<file path="src/rtl/fwbc_pkg.sv">
package fwbc_pkg;

  // default geometry
  localparam int WAYS_DEF       = 8;
  localparam int BLOCK_BITS_DEF = 32;

  // line size limit and derived widths
  localparam int MAX_SHIFT = 10;
  localparam int SHIFT_W   = 4;
  localparam int LEN_W     = MAX_SHIFT + 1;

  // flush emits at most this many write-back commands per item
  localparam int MAX_OUT = 8;
  localparam int NOUT_W  = $clog2(MAX_OUT + 1);

  // fixed port widths
  localparam int FIELD_W = 32;
  localparam int SLOT_W  = 3;

  // register index of line_shift, taken from paddr[2]
  localparam logic REG_LINE_SHIFT = 1'b0;

  // request queue between front and back (depth must be a power of two)
  localparam int QDEPTH = 2;
  localparam int QPTR_W = $clog2(QDEPTH);
  localparam int QCNT_W = $clog2(QDEPTH + 1);

  typedef enum logic [1:0] {
    OP_READ  = 2'd0,
    OP_WRITE = 2'd1,
    OP_FLUSH = 2'd2,
    OP_INVAL = 2'd3
  } op_t;

  typedef enum logic [1:0] {
    K_GRANT = 2'd0,
    K_WB    = 2'd1,
    K_DONE  = 2'd2
  } kind_t;

  typedef struct packed {
    op_t  op;
    logic whole_line;
  } req_ctl_t;

endpackage

</file>
<file path="src/rtl/fifo_writeback_block_cache_control.sv">
// Access (read/write): queue, then result register; one item per cycle when not stalled.
// Flush/invalidate: one line per cycle through the back-end scan;
//   a flush result that meets a stalled output holds the scan until it drains.
// A 2-entry request queue separates input accept from the back end.
// Synchronous active-low reset clears line valid/dirty bits, the FIFO pointer,
//   line_shift and the queue; there is no clearing pass.
module fifo_writeback_block_cache_control import fwbc_pkg::*; #(
  parameter int WAYS       = WAYS_DEF,
  parameter int BLOCK_BITS = BLOCK_BITS_DEF
) (
  input  logic               clk,
  input  logic               rst_n,
  input  logic               psel,
  input  logic               penable,
  input  logic               pwrite,
  input  logic [2:0]         paddr,
  input  logic [31:0]        pwdata,
  output logic [31:0]        prdata,
  output logic               pready,
  input  logic               in_valid,
  output logic               in_stall,
  input  logic [1:0]         in_mode,
  input  logic [FIELD_W-1:0] in_block_number,
  input  logic [FIELD_W-1:0] in_block_count,
  input  logic               in_whole_line,
  output logic               out_valid,
  input  logic               out_stall,
  output logic [1:0]         out_kind,
  output logic [SLOT_W-1:0]  out_slot,
  output logic               out_hit,
  output logic               out_evict_writeback,
  output logic [FIELD_W-1:0] out_evict_block,
  output logic               out_fill_needed,
  output logic [FIELD_W-1:0] out_line_block,
  output logic               out_last
);

  logic [SHIFT_W-1:0]    line_shift_r;
  logic [SHIFT_W-1:0]    eff_shift_w;
  logic                  q_valid;
  logic                  q_pop;
  req_ctl_t              q_ctl;
  logic [BLOCK_BITS-1:0] q_block;
  logic [FIELD_W-1:0]    q_count;

  // register write on the access phase
  always_ff @(posedge clk) begin
    if (!rst_n) begin
      line_shift_r <= '0;
    end else if (psel && penable && pwrite && pready && paddr[2] == REG_LINE_SHIFT) begin
      line_shift_r <= pwdata[SHIFT_W-1:0];
    end
  end

  assign pready = 1'b1;
  assign prdata = (paddr[2] == REG_LINE_SHIFT) ? 32'(line_shift_r) : '0;

  // clamp the line size
  assign eff_shift_w = (line_shift_r > SHIFT_W'(MAX_SHIFT)) ? SHIFT_W'(MAX_SHIFT)
                                                            : line_shift_r;

  fwbc_front #(
    .BLOCK_BITS (BLOCK_BITS)
  ) u_front (
    .clk             (clk),
    .rst_n           (rst_n),
    .in_valid        (in_valid),
    .in_stall        (in_stall),
    .in_mode         (in_mode),
    .in_block_number (in_block_number),
    .in_block_count  (in_block_count),
    .in_whole_line   (in_whole_line),
    .eff_shift       (eff_shift_w),
    .q_valid         (q_valid),
    .q_pop           (q_pop),
    .q_ctl           (q_ctl),
    .q_block         (q_block),
    .q_count         (q_count)
  );

  fwbc_back #(
    .WAYS       (WAYS),
    .BLOCK_BITS (BLOCK_BITS)
  ) u_back (
    .clk                 (clk),
    .rst_n               (rst_n),
    .eff_shift           (eff_shift_w),
    .q_valid             (q_valid),
    .q_pop               (q_pop),
    .q_ctl               (q_ctl),
    .q_block             (q_block),
    .q_count             (q_count),
    .out_valid           (out_valid),
    .out_stall           (out_stall),
    .out_kind            (out_kind),
    .out_slot            (out_slot),
    .out_hit             (out_hit),
    .out_evict_writeback (out_evict_writeback),
    .out_evict_block     (out_evict_block),
    .out_fill_needed     (out_fill_needed),
    .out_line_block      (out_line_block),
    .out_last            (out_last)
  );

endmodule

</file>
<file path="src/rtl/fwbc_front.sv">
module fwbc_front import fwbc_pkg::*; #(
  parameter int BLOCK_BITS = BLOCK_BITS_DEF
) (
  input  logic                  clk,
  input  logic                  rst_n,
  input  logic                  in_valid,
  output logic                  in_stall,
  input  logic [1:0]            in_mode,
  input  logic [FIELD_W-1:0]    in_block_number,
  input  logic [FIELD_W-1:0]    in_block_count,
  input  logic                  in_whole_line,
  input  logic [SHIFT_W-1:0]    eff_shift,
  output logic                  q_valid,
  input  logic                  q_pop,
  output req_ctl_t              q_ctl,
  output logic [BLOCK_BITS-1:0] q_block,
  output logic [FIELD_W-1:0]    q_count
);

  logic [BLOCK_BITS-1:0] start_w;
  logic [BLOCK_BITS-1:0] mask_w;
  logic [BLOCK_BITS-1:0] block_w;
  req_ctl_t              ctl_w;
  logic                  push_w;

  req_ctl_t              qctl_r [QDEPTH];
  logic [BLOCK_BITS-1:0] qblk_r [QDEPTH];
  logic [FIELD_W-1:0]    qcnt_r [QDEPTH];
  logic [QPTR_W-1:0]     wr_r;
  logic [QPTR_W-1:0]     rd_r;
  logic [QCNT_W-1:0]     cnt_r;

  // classify the item and align accesses down to a line boundary
  assign start_w        = BLOCK_BITS'(in_block_number);
  assign mask_w         = {BLOCK_BITS{1'b1}} << eff_shift;
  assign ctl_w.op       = op_t'(in_mode);
  assign ctl_w.whole_line = in_whole_line;
  assign block_w = (ctl_w.op == OP_READ || ctl_w.op == OP_WRITE) ? (start_w & mask_w)
                                                                 : start_w;

  assign in_stall = (cnt_r == QCNT_W'(QDEPTH));
  assign push_w   = in_valid && !in_stall;

  // advance queue pointers and occupancy
  always_ff @(posedge clk) begin
    if (!rst_n) begin
      wr_r  <= '0;
      rd_r  <= '0;
      cnt_r <= '0;
    end else begin
      if (push_w) wr_r <= wr_r + 1'b1;
      if (q_pop)  rd_r <= rd_r + 1'b1;
      case ({push_w, q_pop})
        2'b10:   cnt_r <= cnt_r + 1'b1;
        2'b01:   cnt_r <= cnt_r - 1'b1;
        default: cnt_r <= cnt_r;
      endcase
    end
  end

  // hold queued payload
  always_ff @(posedge clk) begin
    if (push_w) begin
      qctl_r[wr_r] <= ctl_w;
      qblk_r[wr_r] <= block_w;
      qcnt_r[wr_r] <= in_block_count;
    end
  end

  assign q_valid = (cnt_r != '0);
  assign q_ctl   = qctl_r[rd_r];
  assign q_block = qblk_r[rd_r];
  assign q_count = qcnt_r[rd_r];

  a_pop_nonempty: assert property (@(posedge clk) disable iff (!rst_n)
    q_pop |-> q_valid)
    else $error("queue popped while empty");

  a_cnt_bound: assert property (@(posedge clk) disable iff (!rst_n)
    (cnt_r == QCNT_W'(QDEPTH)) |=> !(cnt_r > QCNT_W'(QDEPTH)))
    else $error("queue occupancy overflow");

endmodule

</file>
<file path="src/rtl/fwbc_back.sv">
module fwbc_back import fwbc_pkg::*; #(
  parameter int WAYS       = WAYS_DEF,
  parameter int BLOCK_BITS = BLOCK_BITS_DEF
) (
  input  logic                  clk,
  input  logic                  rst_n,
  input  logic [SHIFT_W-1:0]    eff_shift,
  input  logic                  q_valid,
  output logic                  q_pop,
  input  req_ctl_t              q_ctl,
  input  logic [BLOCK_BITS-1:0] q_block,
  input  logic [FIELD_W-1:0]    q_count,
  output logic                  out_valid,
  input  logic                  out_stall,
  output logic [1:0]            out_kind,
  output logic [SLOT_W-1:0]     out_slot,
  output logic                  out_hit,
  output logic                  out_evict_writeback,
  output logic [FIELD_W-1:0]    out_evict_block,
  output logic                  out_fill_needed,
  output logic [FIELD_W-1:0]    out_line_block,
  output logic                  out_last
);

  localparam int PW  = (WAYS > 1) ? $clog2(WAYS) : 1;
  localparam int EW  = ((BLOCK_BITS > FIELD_W) ? BLOCK_BITS : FIELD_W) + 1;
  localparam int BB1 = BLOCK_BITS + 1;

  typedef enum logic [1:0] {
    S_IDLE,
    S_SCAN,
    S_FIN
  } state_t;

  state_t                state_r;
  logic [BLOCK_BITS-1:0] line_tag_r [WAYS];
  logic [WAYS-1:0]       line_valid_r;
  logic [WAYS-1:0]       line_dirty_r;
  logic [PW-1:0]         ptr_r;

  logic [PW-1:0]         idx_r;
  logic                  is_flush_r;
  logic [BLOCK_BITS-1:0] start_r;
  logic [EW-1:0]         end_r;
  logic                  cnz_r;
  logic                  pend_vld_r;
  logic [PW-1:0]         pend_slot_r;
  logic [BLOCK_BITS-1:0] pend_tag_r;
  logic [NOUT_W-1:0]     nout_r;

  logic                  out_valid_r;
  kind_t                 out_kind_r;
  logic [SLOT_W-1:0]     out_slot_r;
  logic                  out_hit_r;
  logic                  out_evict_writeback_r;
  logic [FIELD_W-1:0]    out_evict_block_r;
  logic                  out_fill_needed_r;
  logic [FIELD_W-1:0]    out_line_block_r;
  logic                  out_last_r;

  logic                  out_free_w;
  logic                  out_load_w;
  logic                  is_access_w;
  logic                  is_write_w;
  logic                  hit_w;
  logic [PW-1:0]         hit_slot_w;
  logic [PW-1:0]         victim_w;
  logic [LEN_W-1:0]      len_w;
  logic [BLOCK_BITS-1:0] tag_s_w;
  logic                  ov_w;
  logic                  qual_w;
  logic                  scan_hold_w;
  logic                  last_idx_w;

  assign out_free_w  = !out_valid_r || !out_stall;
  assign is_access_w = (q_ctl.op == OP_READ) || (q_ctl.op == OP_WRITE);
  assign is_write_w  = (q_ctl.op == OP_WRITE);
  assign q_pop       = (state_r == S_IDLE) && q_valid && out_free_w;

  // parallel tag compare, lowest matching slot wins
  always_comb begin
    hit_w      = 1'b0;
    hit_slot_w = '0;
    for (int w = WAYS - 1; w >= 0; w--) begin
      if (line_valid_r[w] && (line_tag_r[w] == q_block)) begin
        hit_w      = 1'b1;
        hit_slot_w = PW'(w);
      end
    end
  end

  // FIFO victim is the slot after the pointer
  assign victim_w = (ptr_r == PW'(WAYS - 1)) ? '0 : ptr_r + 1'b1;

  // range overlap test for the slot under scan
  assign len_w       = LEN_W'(1) << eff_shift;
  assign tag_s_w     = line_tag_r[idx_r];
  assign ov_w        = line_valid_r[idx_r] && cnz_r && (EW'(tag_s_w) < end_r) &&
                       ({1'b0, start_r} < (BB1'(tag_s_w) + BB1'(len_w)));
  assign qual_w      = is_flush_r && ov_w && line_dirty_r[idx_r] &&
                       (nout_r < NOUT_W'(MAX_OUT));
  assign scan_hold_w = qual_w && pend_vld_r && !out_free_w;
  assign last_idx_w  = (idx_r == PW'(WAYS - 1));

  // a new result enters the result register this cycle
  assign out_load_w  = (q_pop && is_access_w) ||
                       (state_r == S_SCAN && !scan_hold_w && qual_w && pend_vld_r) ||
                       (state_r == S_FIN && out_free_w);

  // sequence accesses and range scans, drive the result register
  always_ff @(posedge clk) begin
    if (!rst_n) begin
      state_r      <= S_IDLE;
      line_valid_r <= '0;
      line_dirty_r <= '0;
      ptr_r        <= '0;
      pend_vld_r   <= 1'b0;
      out_valid_r  <= 1'b0;
    end else begin
      // load a new result, or drop the old one once taken
      if (out_load_w)      out_valid_r <= 1'b1;
      else if (out_free_w) out_valid_r <= 1'b0;
      unique case (state_r)
        S_IDLE: begin
          if (q_pop) begin
            if (is_access_w) begin
              out_kind_r       <= K_GRANT;
              out_line_block_r <= FIELD_W'(q_block);
              out_last_r       <= 1'b1;
              if (hit_w) begin
                if (is_write_w) line_dirty_r[hit_slot_w] <= 1'b1;
                out_slot_r            <= SLOT_W'(hit_slot_w);
                out_hit_r             <= 1'b1;
                out_evict_writeback_r <= 1'b0;
                out_evict_block_r     <= '0;
                out_fill_needed_r     <= 1'b0;
              end else begin
                ptr_r                  <= victim_w;
                line_tag_r[victim_w]   <= q_block;
                line_valid_r[victim_w] <= 1'b1;
                line_dirty_r[victim_w] <= is_write_w;
                out_slot_r            <= SLOT_W'(victim_w);
                out_hit_r             <= 1'b0;
                out_evict_writeback_r <= line_dirty_r[victim_w];
                out_evict_block_r     <= line_dirty_r[victim_w] ?
                                         FIELD_W'(line_tag_r[victim_w]) : '0;
                out_fill_needed_r     <= !(is_write_w && q_ctl.whole_line);
              end
            end else begin
              is_flush_r <= (q_ctl.op == OP_FLUSH);
              start_r    <= q_block;
              end_r      <= EW'(q_block) + EW'(q_count);
              cnz_r      <= (q_count != '0);
              idx_r      <= '0;
              pend_vld_r <= 1'b0;
              nout_r     <= '0;
              state_r    <= S_SCAN;
            end
          end
        end
        S_SCAN: begin
          if (!scan_hold_w) begin
            if (qual_w) begin
              line_dirty_r[idx_r] <= 1'b0;
              // release the previous command now that another one follows
              if (pend_vld_r) begin
                out_kind_r            <= K_WB;
                out_slot_r            <= SLOT_W'(pend_slot_r);
                out_hit_r             <= 1'b0;
                out_evict_writeback_r <= 1'b1;
                out_evict_block_r     <= FIELD_W'(pend_tag_r);
                out_fill_needed_r     <= 1'b0;
                out_line_block_r      <= FIELD_W'(pend_tag_r);
                out_last_r            <= 1'b0;
              end
              pend_vld_r  <= 1'b1;
              pend_slot_r <= idx_r;
              pend_tag_r  <= tag_s_w;
              nout_r      <= nout_r + 1'b1;
            end
            if (!is_flush_r && ov_w) begin
              line_valid_r[idx_r] <= 1'b0;
              line_dirty_r[idx_r] <= 1'b0;
            end
            if (last_idx_w) state_r <= S_FIN;
            else            idx_r   <= idx_r + 1'b1;
          end
        end
        S_FIN: begin
          if (out_free_w) begin
            out_hit_r   <= 1'b0;
            out_fill_needed_r <= 1'b0;
            out_last_r  <= 1'b1;
            if (is_flush_r && pend_vld_r) begin
              out_kind_r            <= K_WB;
              out_slot_r            <= SLOT_W'(pend_slot_r);
              out_evict_writeback_r <= 1'b1;
              out_evict_block_r     <= FIELD_W'(pend_tag_r);
              out_line_block_r      <= FIELD_W'(pend_tag_r);
            end else begin
              out_kind_r            <= K_DONE;
              out_slot_r            <= '0;
              out_evict_writeback_r <= 1'b0;
              out_evict_block_r     <= '0;
              out_line_block_r      <= '0;
            end
            pend_vld_r <= 1'b0;
            state_r    <= S_IDLE;
          end
        end
        default: state_r <= S_IDLE;
      endcase
    end
  end

  assign out_valid           = out_valid_r;
  assign out_kind            = out_kind_r;
  assign out_slot            = out_slot_r;
  assign out_hit             = out_hit_r;
  assign out_evict_writeback = out_evict_writeback_r;
  assign out_evict_block     = out_evict_block_r;
  assign out_fill_needed     = out_fill_needed_r;
  assign out_line_block      = out_line_block_r;
  assign out_last            = out_last_r;

  a_dirty_valid: assert property (@(posedge clk) disable iff (!rst_n)
    (line_dirty_r & ~line_valid_r) == '0)
    else $error("dirty line without valid bit");

  a_wb_flag: assert property (@(posedge clk) disable iff (!rst_n)
    (out_valid_r && out_kind_r == K_WB) |-> (out_evict_writeback_r && !out_hit_r))
    else $error("write-back command without write-back flag");

  a_hit_clean: assert property (@(posedge clk) disable iff (!rst_n)
    (out_valid_r && out_hit_r) |-> (!out_fill_needed_r && !out_evict_writeback_r))
    else $error("hit grant requests fill or eviction");

  a_nout_bound: assert property (@(posedge clk) disable iff (!rst_n)
    (state_r != S_IDLE) |-> (nout_r <= NOUT_W'(MAX_OUT)))
    else $error("too many write-back commands for one flush");

endmodule
</file>
<file path="config.mk">
export PLATFORM = sky130hd
export DESIGN_NAME = fifo_writeback_block_cache_control
export DESIGN_NICKNAME = d
export VERILOG_FILES = /design/src/rtl/fwbc_pkg.sv /design/src/rtl/fifo_writeback_block_cache_control.sv /design/src/rtl/fwbc_front.sv /design/src/rtl/fwbc_back.sv
export SDC_FILE = /design/constraint.sdc
export NUM_CORES = 1
export LEC_CHECK = 0
export BUFFER_PORTS_ARGS = -buffer_cell sky130_fd_sc_hd__buf_2
export CAP_MARGIN = 20
export CELL_PAD_IN_SITES_DETAIL_PLACEMENT = 1
export CELL_PAD_IN_SITES_GLOBAL_PLACEMENT = 2
export CORE_MARGIN = 1.5
export CORE_UTILIZATION = 43
export DETAILED_ROUTE_END_ITERATION = 8
export HOLD_SLACK_MARGIN = 0.02
export PLACE_DENSITY = 0.82
export SLEW_MARGIN = 10
export SYNTH_ARGS = -nofsm -noshare
export SYNTH_HDL_FRONTEND = slang
export SYNTH_SLANG_ARGS = --single-unit
</file>
<file path="constraint.sdc">
create_clock -name clk -period 14.6 [get_ports clk]
set_input_delay 1.46 -clock clk [delete_from_list [all_inputs] [get_ports clk]]
set_output_delay 1.46 -clock clk [all_outputs]
set_load 0.05 [all_outputs]
</file>
==> results of run 1 <==
[stage by stage]
stage | worst slack, ns | std cells | cell area (sq um)
2_1_floorplan | 2.653 | 2586 | 32700
3_3_place_gp | 4.885 | 3630 | 34420
3_5_place_dp | 4.645 | 3633 | 34470
4_1_cts | 4.657 | 3761 | 36730
5_1_grt | 4.231 | 3762 | 36740
6_report | 4.682 | 3763 | 36750
[power by group through the flow]
stage	combinational (mW)	sequential, mW	clock (mW)
global route	3.76	2.48	1.83
detailed placement	3.49	2.50	0
finish	3.56	2.46	1.76
CTS	3.52	2.47	1.78
floorplan	2.14	2.61	0
global placement	3.39	2.49	0
[area by class of cell]
| cell class | instances | area, sq um | area share [%] |
|---|---|---|---|
| diodes | 1 | 2.502 | 0.006810 |
| flip-flops and latches | 607 | 17890 | 48.69 |
| repair buffers | 207 | 1191 | 3.242 |
| well taps | 969 | 1212 | 3.300 |
| clock buffers | 85 | 1861 | 5.063 |
| multi-input cells | 1748 | 13800 | 37.56 |
| inverters | 103 | 386.6 | 1.052 |
| clock inverters | 43 | 400.4 | 1.090 |
[cells in the mapped netlist (9+ instances only)]
cell type  instances
edfxtp_1         572
xnor2_1          294
nand2_1          172
nor4_1           146
o22ai_1          136
ha_1             116
nor2_1           103
inv_1             98
o21ai_0           79
a21oi_1           72
clkbuf_1          65
mux4_2            57
nor3_1            54
mux2_2            53
nand3_1           47
nand4_1           37
dfxtp_1           35
buf_4             34
mux2i_1           29
a21o_1            25
mux2i_4           25
xor2_1            23
o21a_1            21
nand2b_1          18
nand3b_1          16
a211oi_1          13
a2111oi_0         10
buf_2             10
buf_1              9
nor2b_1            9
[registers in the layout, summed over array words and instances (netlist names), 32 cells and up, named ones only]
signal and flops:
u_back.start_r 32, u_front.qblk_r 64, u_back.line_tag_r 256, u_back.out_evict_block 32
u_back.pend_tag_r 32, u_back.out_line_block 32, u_front.qcnt_r 64, u_back.end_r 33
[worst min-delay path by stage]
| stage | endpoint | depth (start not counted) |
|---|---|---|
| finish | u_front.cnt_r[1] | 2 |
| global route | u_back.line_dirty_r[4] | 2 |
| CTS | u_back.line_dirty_r[0] | 2 |
| detailed placement | u_back.line_dirty_r[0] | 2 |
| global placement | u_back.ptr_r[1] | 2 |
| floorplan | u_back.pend_slot_r[1] | 0 |
[worst min-delay path, delay by kind of cell, from the launching register on]
kind,cells,cell delay [ns]
DFF,1,0.33
AOI/OAI and AO/OA,2,0.14
[layer usage]
layer	vias to the layer above	GRT usage (%)	share of wire (%)
met2	1144	52.68	47
li1	10200	-	-
met3	261	6.699	8.5
met5	-	0	0.021
met4	4	13.39	4.5
met1	12330	42.14	40
[cell families (layout without fill, tap and decap cells)]
family / after synthesis / in the layout / synth area share (%)
AO/OA/AOI/OAI: 441 / 441 / 8.867
XOR/XNOR: 317 / 317 / 8.518
adder cells (fa/ha/maj): 118 / 118 / 4.576
buffers and inverters: 231 / 438 / 3.409
flip-flops: 607 / 607 / 54.85
multiplexers: 172 / 172 / 8.994
other: 2 / 30 / 0.02304
AND/OR/NAND/NOR: 671 / 671 / 10.77
==> results.yml, run 1 <==
status:
  run_status: "finished, final reports clean"
layout:
  final_stage_net_count: 2965
  layout_common_cells: "edfxtp_1, xnor2_1, nand2_1"
  most_common_cell_after_layout_fill_and_taps_aside: "edfxtp_1"
  area_growth_pct: 12.73
  fillers: 7577
  share_of_post_route_cells_with_drive_strength_above_1_pct: 18.08
  finish.utilization_pct: 49.19
hold_path:
  holdCritStartpoint: "u_front.cnt_r[1]"
  worstHoldPathType: "flop to flop"
routing:
  route.antenna.remaining_nets: 0
  drc_errors: 0
  wl_um: 125800
  vias: 23930
  post_detailed_route_wirelength_per_cell_um: 33.42
  iteration_count_of_the_initial_detailed_routing_pass: 8
  first_iter_violations: 2634
  route.detailed.vias_per_inst: 6.360
cts:
  post_cts_buffers: 0
  clk_pin_slew_worst_paths_ns: 0.06
  clock-sinks: 607
  cts_resized: 0
  h-tree-depth: 3
  hold_buffers: 0
  ctsLongestPathBuffers: 3
  tritoncts: "built"
  cts-buffers-inserted: 71
  clock-root-buffer: "clkbuf_16"
  latest_clock_arrival_within_the_worst_skew_pair_ns: 0.65
global_route:
  grt.overflow.total: 0
  grt.total_usage_pct: 32.37
  grt_antenna_before_repair: 4
  grt_pass1_wl_um: 179200
  maximum_number_of_pins_on_one_net_before_global_route_repair: 64
  first_global_vias: 24700
worst_setup_path:
  critical-path-top-delay-family: "compound AO/OA/AOI/OAI gates"
  critical_path.startpoint_type: "flop"
  path_common_cell: "a21oi_1"
  reg2regPathDepth: 26
  worst-r2r-setup-slack_ns: 4.68
  worstPathMaxFanout: 32
  crit_cells: 26
  worst_setup_path_end_kind: "flop"
  timing.critical_path.slowest_stage_cell: "dfxtp_2"
  arrival_time_at_the_worst_endpoint_ns: 10.22
  regToRegEndpoint: "u_back.pend_tag_r[12]"
  worstSetupEndpoint: "u_back.pend_tag_r[12]"
  worst-path-buf-inv: 2
  crit_required_ns: 14.91
  cp_slowest_stage_delay_ns: 0.71
  criticalPathCategory: "flop to flop"
place:
  port_buffers: 157
  final_weighted_congestion_in_routability_driven_placement: 1.055
  detailedPlacementHpwl_um: 93510
yosys:
  async_reset_ff_share_pct: 0
  netlist.area_leader.share_pct: 52.70
  netlist_top_cells_area: "edfxtp_1, xnor2_1, ha_1"
  synthesis.instances: 2559
  yosysUniqueCellTypes: 96
  syn-mean-instance-area_sq_um: 12.74
  synthesis.area_sq_um: 32600
  post-synth-top-area-cell: "edfxtp_1"
  most_used_dff_post_synth: "edfxtp_1"
  sequential_element_share_of_the_synthesized_area_pct: 54.85
  synth-edff-count: 572
  number_of_storage_elements_in_the_synthesis_netlist: 607
  synthesis.yosys.warnings: 0
power:
  power.static_leakage_nw: 12.56
  worst_ir_drop_vdd_v: 0.0001365
  comb_power_share_pct: 45.7
  share_clk_of_total_power_pct: 22.6
  power_per_cell_area_nw_per_um2: 211.7
  net-switching-power_mw: 3.339
  power_frac_seq_pct: 31.7
  totalPowerFinal_mw: 7.780
  p_int_mw: 4.441
  swShare_pct: 42.92
sta:
  timing.max_slew.rel_slack_pct: 26.54
  finalClockSkew_ns: 0.02921
  final_max_slew_viol_count: 0
  setup-violations-final: 0
  timing.final.crit_period_ns: 9.918
  rsz0062_at_grt: "no"
  slew_worst_pin_ns: 1.095
  final_min_period_over_clock_period_pct: 67.93
  hold_slack_ns: 0.5203
  hold_violations: 0
  fin_setup_tns_ns: 0
  fmax_mhz: 100.8
floorplan:
  y_dimension_of_the_die_um: 278.3
  die-width_um: 278.3
  floorplan.die_area_sq_um: 77460
  num_io_pins: 217
  core_area_sq_um: 74700
  floorplan.initialDensity_pct: 43.64
  core.rowCount: 100
run:
  timing.max_cap.violations: 0
Power figures use the tool's default switching activity.
==> run 2, diff against run 1 <==
--- a/config.mk
+++ b/config.mk
@@ -10,10 +10,10 @@
 export CELL_PAD_IN_SITES_DETAIL_PLACEMENT = 1
 export CELL_PAD_IN_SITES_GLOBAL_PLACEMENT = 2
 export CORE_MARGIN = 1.5
-export CORE_UTILIZATION = 43
+export CORE_UTILIZATION = 39
 export DETAILED_ROUTE_END_ITERATION = 8
 export HOLD_SLACK_MARGIN = 0.02
-export PLACE_DENSITY = 0.82
+export PLACE_DENSITY = 0.78
 export SLEW_MARGIN = 10
 export SYNTH_ARGS = -nofsm -noshare
 export SYNTH_HDL_FRONTEND = slang
==> constraint.sdc (replaced) <==
create_clock -name clk -period 8.9 [get_ports clk]
set_input_delay 0.89 -clock clk [delete_from_list [all_inputs] [get_ports clk]]
set_output_delay 0.89 -clock clk [all_outputs]
set_load 0.05 [all_outputs]
==> results.yml, run 2 (synthesis results as in run 1) <==
worst_setup_path:
  worstSetupEndpoint: "u_back.out_evict_block[12]"
  reg2regPathDepth: 23
  crit_chain: "buf_4 > mux4_2 > mux2_2 > ha_1 > nand2_1 > o21ai_0 > a41oi_1 > or2_2 > or2b_1 > nor2b_1 > nand2_1 > xor2_1 > ha_1 > a21o_1 > a21o_1 > a21oi_1 > nor2_1 > a211oi_1 > o31ai_2 > a211oi_2 > nand3_1 > a221oi_4 > buf_4"
  cp_slowest_stage_delay_ns: 0.61
  arrival_time_at_the_worst_endpoint_ns: 8.13
  criticalPathCategory: "flop to flop"
  timing.critical_path.slowest_stage_cell: "dfxtp_2"
  critical-path-top-delay-family: "compound AO/OA/AOI/OAI gates"
  crit_cells: 23
  worst_setup_path_end_kind: "flop"
  worst-path-buf-inv: 2
  crit_required_ns: 9.17
  regToRegEndpoint: "u_back.out_evict_block[12]"
  worstPathMaxFanout: 37
  critical_path.startpoint_type: "flop"
  worst-r2r-setup-slack_ns: 1.04
global_route:
  grt_most_used_layer: "met2"
  first_global_vias: 24220
  grt.total_usage_pct: 29.63
  maximum_number_of_pins_on_one_net_before_global_route_repair: 67
  global_route.usage.met3_pct: 5.587
  grt_pass1_wl_um: 180800
  grt_antenna_before_repair: 5
  gr-usage-met1_pct: 38.54
  grt_util_met2_pct: 49.22
  grt.overflow.total: 0
layout:
  layout_common_cells: "edfxtp_1, xnor2_1, nand2_1"
  sequential_standard_cell_area_sq_um: 17890
  fillers: 8499
  reg_top3: "u_back.line_tag_r x256, u_front.qblk_r x64, u_front.qcnt_r x64"
  share_of_post_route_cells_with_drive_strength_above_1_pct: 18.27
  final_stage_net_count: 2966
  most_common_cell_after_layout_fill_and_taps_aside: "edfxtp_1"
  multi_input_comb_area_sq_um: 13810
  largest-register: "u_back.line_tag_r"
  largest_register_ffs: 256
  area_growth_pct: 13.57
  postLayoutCellArea_sq_um: 37020
  finish.utilization_pct: 44.94
place:
  place_ws_ns: 1.073
  final_weighted_congestion_in_routability_driven_placement: 1.028
  detailedPlacementHpwl_um: 94680
  port_buffers: 157
  place_area_sq_um: 34590
run:
  timing.max_cap.violations: 0
sta:
  finalClockSkew_ns: 0.05673
  fmax_mhz: 127.2
  final_max_slew_viol_count: 0
  timing.final.crit_period_ns: 7.861
  fin_setup_tns_ns: 0
  rsz0062_at_grt: "no"
  post-route-worst-setup-slack_ns: 1.039
  hold_violations: 0
  hold_slack_ns: 0.4121
  slew_worst_pin_ns: 1.158
  timing.max_slew.rel_slack_pct: 22.36
  final_min_period_over_clock_period_pct: 88.33
  setup-violations-final: 0
routing:
  first_iter_violations: 2122
  route.antenna.remaining_nets: 0
  route.detailed.vias_per_inst: 6.109
  drc_errors: 0
  iteration_count_of_the_initial_detailed_routing_pass: 5
  vias: 23630
  post_detailed_route_wirelength_per_cell_um: 32.99
  wl_um: 127600
floorplan:
  num_io_pins: 217
  floorplan.die_area_sq_um: 85320
  floorplan.initialDensity_pct: 39.57
  core.rowCount: 105
  die-width_um: 292.1
  core_area_sq_um: 82370
  y_dimension_of_the_die_um: 292.1
cts:
  hold_buffers: 0
  latest_clock_arrival_within_the_worst_skew_pair_ns: 0.66
  cts-buffers-inserted: 72
  ctsLongestPathBuffers: 3
  clock-root-buffer: "clkbuf_16"
  h-tree-depth: 3
  clk_pin_slew_worst_paths_ns: 0.06
  tritoncts: "built"
  cts_resized: 0
  clock-sinks: 607
  post_cts_buffers: 0
power:
  p_int_mw: 7.388
  comb_power_share_pct: 45.3
  net-switching-power_mw: 5.569
  share_clk_of_total_power_pct: 23.4
  power_frac_seq_pct: 31.3
  swShare_pct: 42.98
  worst_ir_drop_vdd_v: 0.0002324
  power_per_cell_area_nw_per_um2: 350.0
  power.static_leakage_nw: 12.61
hold_path:
  worstHoldPathType: "primary input to flop"
status:
  run_status: "finished, final reports clean"
-- run 2: power groups by stage --
stage                     Combinational (mW)  Sequential, mW  Clock [mW]
final                                   5.87            4.05        3.03
after global routing                    6.21            4.08        3.17
after CTS                               5.83            4.05        3.08
after detailed placement                5.78            4.11           0
after global placement                  5.63            4.09           0
after floorplan                         3.52            4.27           0
-- run 2: cell type report --
| class | count | area share [%] |
|---|---|---|
| Tap cell | 1070 | 3.617 |
| Timing Repair Buffer | 207 | 3.157 |
| Antenna cell | 1 | 0.006760 |
| Sequential cell | 607 | 48.33 |
| Inverter | 103 | 1.044 |
| Clock inverter | 47 | 1.514 |
| Multi-Input combinational cell | 1748 | 37.31 |
| Clock buffer | 85 | 5.026 |
-- run 2: routing by layer --
layer  vias to the layer above  wire length, um
met4                         2             4843
met3                       207             9939
li1                      10180                -
met1                     12190            51960
met2                      1053            60870
met5                         -               13
-- run 2: worst register-to-register path: cells and delay by family (launching register included) --
kind,cells,cell delay (ns)
AOI/OAI and AO/OA,9,2.52
and+or+nand+nor,7,1.53
buffers and inverters,2,1.02
muxes,2,0.97
DFF,1,0.61
adders and majority gates,2,0.60
xor gates and xnor gates,1,0.16
-- run 2: worst min-delay path by stage --
stage	start	end	slack (ns)	depth (start not counted)
2_1_floorplan	u_back.idx_r[1]	u_back.pend_slot_r[1]	0.45	0
4_1_cts	in_block_number[21]	u_front.qblk_r[1][21]	0.38	1
5_1_grt	in_block_count[13]	u_front.qcnt_r[0][13]	0.40	1
3_3_place_gp	u_back.ptr_r[1]	u_back.ptr_r[1]	0.47	2
3_5_place_dp	u_back.line_dirty_r[0]	u_back.line_dirty_r[0]	0.49	2
6_report	in_block_count[13]	u_front.qcnt_r[0][13]	0.41	1
-- run 2: stage by stage --
stage | total power, mW | std cells
after detailed placement | 9.885 | 3735
after CTS | 12.96 | 3867
final | 12.96 | 3868
after floorplan | 7.782 | 2586
after global routing | 13.46 | 3867
after global placement | 9.719 | 3734
